File: src/mco_pkg.sv
package mco_pkg;

	localparam int MAX_MATRICES = 16;
	localparam int DIM_DEPTH    = MAX_MATRICES + 1;
	localparam int STACK_DEPTH  = 2 * MAX_MATRICES + 2;
	localparam int CELL_DEPTH   = MAX_MATRICES * MAX_MATRICES;

	localparam int DIM_W  = 16;
	localparam int COST_W = 52;
	localparam int PROD_W = 3 * DIM_W;
	localparam int KIND_W = 3;

	// index width covers 0..MAX_MATRICES (dimension addresses run one past the last matrix)
	localparam int IW       = $clog2(DIM_DEPTH);
	localparam int CNT_W    = $clog2(DIM_DEPTH + 1);
	localparam int CELL_AW  = (CELL_DEPTH > 1) ? $clog2(CELL_DEPTH) : 1;
	localparam int STACK_AW = $clog2(STACK_DEPTH);
	localparam int SP_W     = $clog2(STACK_DEPTH + 1);

	localparam logic [COST_W-1:0] COST_MAX = '1;

	localparam logic [KIND_W-1:0] TOK_OPEN  = 3'd0;
	localparam logic [KIND_W-1:0] TOK_CLOSE = 3'd1;
	localparam logic [KIND_W-1:0] TOK_NAME  = 3'd2;
	localparam logic [KIND_W-1:0] TOK_COST  = 3'd3;
	localparam logic [KIND_W-1:0] TOK_ERROR = 3'd4;

	typedef struct packed {
		logic mul1;
		logic mul2;
		logic add;
	} mac_ctl_t;

	function automatic logic [COST_W-1:0] sat_add(input logic [COST_W-1:0] a,
		input logic [COST_W-1:0] b);
		logic [COST_W:0] s;
		s = {1'b0, a} + {1'b0, b};
		return s[COST_W] ? COST_MAX : s[COST_W-1:0];
	endfunction

	function automatic logic [CELL_AW-1:0] cell_addr(input logic [IW-1:0] r,
		input logic [IW-1:0] c);
		return CELL_AW'(int'(r) * MAX_MATRICES + int'(c));
	endfunction

endpackage

File: src/mco_mac.sv
// Shared multiply-add unit: one split candidate's cost over three steps.
module mco_mac (
	input  logic                         clk,
	input  mco_pkg::mac_ctl_t            ctl,
	input  logic [mco_pkg::DIM_W-1:0]    dim_i,
	input  logic [mco_pkg::DIM_W-1:0]    dim_k1,
	input  logic [mco_pkg::DIM_W-1:0]    dim_j1,
	input  logic [mco_pkg::COST_W-1:0]   cost_a,
	input  logic [mco_pkg::COST_W-1:0]   cost_b,
	output logic [mco_pkg::COST_W-1:0]   q
);
	import mco_pkg::*;

	logic [2*DIM_W-1:0] p1_q;
	logic [PROD_W-1:0]  prod_q;
	logic [COST_W-1:0]  sum_q;
	logic [COST_W-1:0]  q_q;

	always_ff @(posedge clk) begin
		if (ctl.mul1) begin
			p1_q  <= dim_i * dim_k1;
			sum_q <= sat_add(cost_a, cost_b);
		end
		if (ctl.mul2) begin
			prod_q <= p1_q * dim_j1;
		end
		if (ctl.add) begin
			q_q <= sat_add(sum_q, COST_W'(prod_q));
		end
	end

	assign q = q_q;

endmodule

File: config.mk
export PLATFORM = sky130hd
export DESIGN_NAME = mco_mac
export DESIGN_NICKNAME = d
export VERILOG_FILES = /design/src/mco_pkg.sv /design/src/mco_mac.sv
export SDC_FILE = /design/constraint.sdc
export NUM_CORES = 2
export LEC_CHECK = 0
export BUFFER_PORTS_ARGS = -buffer_cell sky130_fd_sc_hd__buf_2
export CORE_MARGIN = 2
export CORE_UTILIZATION = 30
export DETAILED_ROUTE_END_ITERATION = 8
export GPL_TIMING_DRIVEN = 0
export PLACE_DENSITY = 0.46
export SYNTH_ARGS = -nofsm -noshare
export SYNTH_HDL_FRONTEND = slang
export SYNTH_SLANG_ARGS = --single-unit
File: constraint.sdc
create_clock -name clk -period 12.79 [get_ports clk]
set_input_delay 0.6395 -clock clk [delete_from_list [all_inputs] [get_ports clk]]
set_output_delay 0.6395 -clock clk [all_outputs]
set_load 0.02 [all_outputs]
Word-level counts from Yosys, hierarchy flattened --
Index checks and enable logic that the tools add are counted.
Word-level totals: register bits after elaboration 184, output and inout bits 52
Cells by class: add/subtract/negate cells 2, multiply operators 2
Operators by type and width (number):
- 52-bit by 48-bit adder with 53-bit output | 1
- 52-bit by 52-bit adder with 53-bit output | 1
- 32-bit by 16-bit multiplier with 48-bit output | 1
- 16-bit by 16-bit multiplier with 32-bit output | 1

Logic depth before layout (Yosys ltp) --
depth after elaboration 1, gate-level depth with buffers 24, mapped depth without buffers 23

Worst setup path after synthesis --
OpenSTA, ideal clock, no wires.
path kind input port to flip-flop, from input dim_i[10] (netlist bit), to register p1_q[29] (data pin), library setup time 259 ps, arrival 6330 ps, slack 6201 ps, stages 21, buffers on the path 1, cell sequence clkbuf_1 -> nand2_1 -> fa_1 -> inv_1 -> fa_1 -> inv_1 -> fa_1 -> fa_1 -> fa_1 -> fa_1 -> inv_1 -> ha_1 -> and2_1 -> a221oi_1 -> o31ai_1 -> a2111oi_2 -> nor3_1 -> o31ai_2 -> o21bai_1 -> a21oi_1 -> xnor2_1
On the way: word-level cells in the longest chain between the ends 1
Ends and longest elaborated chain:
- from (decl) | line mco_mac.sv:5 | input logic [mco_pkg::DIM_W-1:0] dim_i,
- 16-bit by 16-bit multiplier with 32-bit output | line mco_mac.sv:21 | p1_q <= dim_i * dim_k1;
- to (signal assigned) | line mco_mac.sv:21
- to (decl) | line mco_mac.sv:14 | logic [2*DIM_W-1:0] p1_q;
No other way between the ends. A chain may end at the register's enable or synchronous reset.

Final worst setup path --
from register p1_q[1], to register prod_q[45] (data pin)
On the way: word-level cells in the longest chain between the ends 1
Ends and longest elaborated chain:
- 32-bit by 16-bit multiplier with 48-bit output | line mco_mac.sv:25 | prod_q <= p1_q * dim_j1;
- to (signal assigned) | line mco_mac.sv:25
- to (decl) | line mco_mac.sv:15 | logic [PROD_W-1:0] prod_q;
No other way between the ends.

==> run_summary.xml <==
<?xml version="1.0" encoding="UTF-8"?>
<metrics>
  <group name="synthesis">
    <metric name="synth_largest_type_area_fraction" unit="">0.336</metric>
    <metric name="synth_top_family_by_area" unit="">adder cells</metric>
    <metric name="syn_nets" unit="">5132</metric>
    <metric name="synth.yosys.warnings" unit="">0</metric>
    <metric name="synthDistinctLibCells" unit="">88</metric>
    <metric name="post-synth-top-area-cell" unit="">sky130_fd_sc_hd__fa_1</metric>
    <metric name="synth_seq_area_share" unit="">0.151</metric>
    <metric name="synth_simple_gate_area_share" unit="">0.164</metric>
    <metric name="ys.flop_type" unit="">sky130_fd_sc_hd__edfxtp_1</metric>
    <metric name="synth_cells" unit="">4038</metric>
    <metric name="fraction_of_synthesized_area_in_multiplexers" unit="">0.00243</metric>
    <metric name="ys_top_cells_by_count" unit="">733 x sky130_fd_sc_hd__inv_1, 638 x sky130_fd_sc_hd__nand2_1, 614 x sky130_fd_sc_hd__fa_1</metric>
    <metric name="syn-mean-instance-area" unit="µm²">9.07</metric>
    <metric name="synth-xor-area-share" unit="">0.0344</metric>
    <metric name="synthMostInstantiatedCell" unit="">sky130_fd_sc_hd__inv_1</metric>
    <metric name="yosys-top-cells-area" unit="">sky130_fd_sc_hd__fa_1 34%, sky130_fd_sc_hd__edfxtp_1 15%, sky130_fd_sc_hd__ha_1 11%</metric>
    <metric name="compound_gate_portion_of_the_synthesized_area" unit="">0.107</metric>
    <metric name="postSynthRegisterBits" unit="">184</metric>
    <metric name="synthAdderAreaFrac" unit="">0.446</metric>
    <metric name="syn_area" unit="mm²">0.0366</metric>
    <metric name="number_of_synthesized_flops_with_an_enable_pin" unit="">184</metric>
    <metric name="async_flop_share" unit="">0</metric>
  </group>
  <group name="timing">
    <metric name="setup-violations-final" unit="">0</metric>
    <metric name="max_clock_freq" unit="MHz">123</metric>
    <metric name="final.setup.worst_slack" unit="ns">4.67</metric>
    <metric name="post-route-period-util" unit="">0.635</metric>
    <metric name="grt_setup_unrepaired" unit="">no</metric>
    <metric name="relSlewSlack" unit="">0.136</metric>
    <metric name="total_count_of_hold_check_failures_in_the_final_report" unit="">0</metric>
    <metric name="hold_slack" unit="ns">0.594</metric>
    <metric name="timing.setup.tns" unit="ns">0</metric>
    <metric name="setup_skew" unit="ns">0.0168</metric>
    <metric name="final_max_slew_viol_count" unit="">0</metric>
    <metric name="tightestPinTransition" unit="ns">1.30</metric>
    <metric name="post-route-min-period" unit="ns">8.12</metric>
  </group>
  <group name="worst_setup_path">
    <metric name="reg2reg_from" unit="">p1_q[1]$_DFFE_PP_</metric>
    <metric name="worst-endpoint-arrival" unit="ns">8.37</metric>
    <metric name="timing.setup.critical_path_class" unit="">flop to flop</metric>
    <metric name="worstSetupStartpointType" unit="">flop</metric>
    <metric name="rr_worst_depth" unit="">21</metric>
    <metric name="worstPathRequired" unit="ns">13.04</metric>
    <metric name="crit_start" unit="">p1_q[1]$_DFFE_PP_</metric>
    <metric name="worst-path-max-fanout" unit="">10</metric>
    <metric name="cp-end-kind" unit="">flop</metric>
  </group>
  <group name="global_route">
    <metric name="antenna_found_initial" unit="">8</metric>
    <metric name="grt_start_max_net_pins" unit="">60</metric>
    <metric name="globalRoute.busiestLayer" unit="">met2</metric>
    <metric name="globalRouteMet3Util" unit="">0.0287</metric>
    <metric name="grt_pass1_wl" unit="µm">177000</metric>
    <metric name="grtUsageMet1" unit="">0.247</metric>
    <metric name="grt.met2_usage" unit="">0.308</metric>
    <metric name="grt_overflow" unit="">0</metric>
    <metric name="grt_pass1_vias" unit="">29600</metric>
    <metric name="grt_usage" unit="">0.184</metric>
  </group>
  <group name="layout">
    <metric name="fillerInstances" unit="">12900</metric>
    <metric name="final-instance-count-excl-fill" unit="">5907</metric>
    <metric name="share_of_final_layout_standard_cells_stronger_than_drive_strength_1" unit="">0.0685</metric>
    <metric name="area_growth_syn_to_layout" unit="%">10.2</metric>
    <metric name="num-nets-final" unit="">5359</metric>
  </group>
  <group name="hold_path">
    <metric name="timing.hold.worst.start" unit="">ctl[2]</metric>
    <metric name="worstHoldPathCells" unit="">1</metric>
    <metric name="hold_class" unit="">input pin to flop</metric>
  </group>
  <group name="drt">
    <metric name="antenna_left" unit="">0</metric>
    <metric name="vias_per_cell" unit="">4.78</metric>
    <metric name="dr.first_iter.drc_count" unit="">1606</metric>
    <metric name="drt_wl_total" unit="µm">112000</metric>
    <metric name="drc" unit="">0</metric>
    <metric name="drt_first_pass_iters" unit="">5</metric>
    <metric name="drt-wirelength-per-cell" unit="µm">19.0</metric>
    <metric name="vias" unit="">28200</metric>
  </group>
  <group name="clock_network">
    <metric name="cts_sinks" unit="">184</metric>
    <metric name="post_cts_hold_buffer_count" unit="">0</metric>
    <metric name="ctsHtreeMaxLevel" unit="">4</metric>
    <metric name="clk_pin_slew" unit="ns">0.08</metric>
    <metric name="cts_buffers" unit="">17</metric>
    <metric name="ctsResizeCount" unit="">0</metric>
    <metric name="cts-root-buf" unit="">sky130_fd_sc_hd__clkbuf_16</metric>
    <metric name="cts_setup_buffers" unit="">0</metric>
    <metric name="insertion_delay" unit="ns">0.49</metric>
    <metric name="clockBufferDepth" unit="">2</metric>
    <metric name="cts_tree" unit="">built</metric>
  </group>
  <group name="placement">
    <metric name="place_worst_setup_slack" unit="ns">4.36</metric>
    <metric name="place.detailed.instances" unit="">5871</metric>
    <metric name="port-buffer-count" unit="">207</metric>
    <metric name="place.gp.congestion" unit="">0.909</metric>
    <metric name="detail_placement_hpwl" unit="µm">96200</metric>
  </group>
  <group name="status">
    <metric name="run_status" unit="">completed</metric>
  </group>
  <group name="die">
    <metric name="die_area" unit="mm²">0.125</metric>
    <metric name="initial_core_util" unit="">0.302</metric>
    <metric name="fp.dieH" unit="µm">353</metric>
    <metric name="core" unit="mm²">0.121</metric>
    <metric name="std_cell_rows" unit="">128</metric>
    <metric name="chipWidth" unit="µm">353</metric>
    <metric name="pin_count" unit="">208</metric>
  </group>
  <group name="flow_run">
    <metric name="maxCapViolCount" unit="">0</metric>
  </group>
</metrics>
==> layer usage <==
layer / part of all wire / up-vias
met5: 0.00024 / -
met4: 0.025 / 4
met3: 0.052 / 113
met2: 0.47 / 647
met1: 0.45 / 14200
li1: - / 13300
==> logic make-up (layout without fill, tap and decap cells) <==
logic type | Yosys count | after routing
adders and majority gates | 938 | 938
other | 0 | 4
DFF | 184 | 184
muxes | 8 | 8
buffers and inverters | 910 | 1150
AOI/OAI and AO/OA | 585 | 585
xor gates and xnor gates | 144 | 144
and+or+nand+nor | 1269 | 1269
==> area by class of cell <==
| cell class | count | area, µm² | area share |
|---|---|---|---|
| clock inverters | 15 | 190 | 0.00471 |
| clock buffers | 17 | 425 | 0.0105 |
| plain buffers | 177 | 696 | 0.0172 |
| multi-input cells | 2944 | 27600 | 0.685 |
| repair buffers | 208 | 1070 | 0.0264 |
| well taps | 1625 | 2030 | 0.0504 |
| inverters | 733 | 2750 | 0.0682 |
| flip-flops and latches | 184 | 5530 | 0.137 |
| diodes | 4 | 10.0 | 0.000248 |
==> placed cells by master (no fill, tap or decap), types with 8 or more instances in the layout <==
cell and instances:
sky130_fd_sc_hd__inv_1 733, sky130_fd_sc_hd__nand2_1 638, sky130_fd_sc_hd__fa_1 614, sky130_fd_sc_hd__and2_1 327, sky130_fd_sc_hd__ha_1 324, sky130_fd_sc_hd__buf_2 217
sky130_fd_sc_hd__edfxtp_1 184, sky130_fd_sc_hd__clkbuf_1 161, sky130_fd_sc_hd__a21oi_1 153, sky130_fd_sc_hd__nor2_1 107, sky130_fd_sc_hd__o21ai_0 100, sky130_fd_sc_hd__a21o_1 100
sky130_fd_sc_hd__xnor2_1 89, sky130_fd_sc_hd__xor2_1 55, sky130_fd_sc_hd__nand3_1 42, sky130_fd_sc_hd__nor3_1 36, sky130_fd_sc_hd__nand4_1 32, sky130_fd_sc_hd__o21bai_1 29
sky130_fd_sc_hd__a211oi_1 27, sky130_fd_sc_hd__o21a_1 26, sky130_fd_sc_hd__a31oi_1 25, sky130_fd_sc_hd__and3_1 23, sky130_fd_sc_hd__nor2b_1 18, sky130_fd_sc_hd__clkbuf_16 17
sky130_fd_sc_hd__o211ai_1 13, sky130_fd_sc_hd__o31ai_1 12, sky130_fd_sc_hd__nand2b_1 12, sky130_fd_sc_hd__a21boi_0 9, sky130_fd_sc_hd__a31o_2 8
==> registers in the layout, indices dropped and copies added, names as in the netlist <==
signal  count
q          52
sum_q      52
prod_q     48
p1_q       32
==> worst paths after layout <==
kind              slack (ns)                       to
hold / removal          0.59  sum_q[20]$_SDFFCE_PP1P_
setup / recovery        4.67     prod_q[45]$_DFFE_PP_
setup reg to reg        4.67     prod_q[45]$_DFFE_PP_
hold reg to reg         0.65       q[0]$_SDFFCE_PP1P_
==> through the flow <==
stage / area [µm²] / utilization
floorplan: 36600 / -
global placement: 39700 / 0.327
detailed placement: 39700 / 0.327
CTS: 40300 / 0.332
global route: 40300 / 0.332
finish: 40300 / 0.332
==> worst max-delay path: stages, from the launching register on <==
cell and delay (ns):
sky130_fd_sc_hd__edfxtp_1 0.75, sky130_fd_sc_hd__clkbuf_1 0.71, sky130_fd_sc_hd__nand2_1 0.17, sky130_fd_sc_hd__fa_1 0.55, sky130_fd_sc_hd__fa_1 0.50, sky130_fd_sc_hd__inv_1 0.05, sky130_fd_sc_hd__fa_1 0.50, sky130_fd_sc_hd__fa_1 0.43
sky130_fd_sc_hd__fa_1 0.49, sky130_fd_sc_hd__inv_1 0.05, sky130_fd_sc_hd__fa_1 0.49, sky130_fd_sc_hd__inv_1 0.09, sky130_fd_sc_hd__ha_1 0.39, sky130_fd_sc_hd__nand3_1 0.14, sky130_fd_sc_hd__nor3_1 0.28, sky130_fd_sc_hd__o311ai_0 0.30
sky130_fd_sc_hd__a31o_2 0.30, sky130_fd_sc_hd__o31ai_1 0.57, sky130_fd_sc_hd__a31oi_1 0.30, sky130_fd_sc_hd__nor3_1 0.47, sky130_fd_sc_hd__a31oi_1 0.18, sky130_fd_sc_hd__xnor2_1 0.15
Power is not shown: default switching activity piles up to over one toggle a cycle in this logic, so the estimate is an artifact.
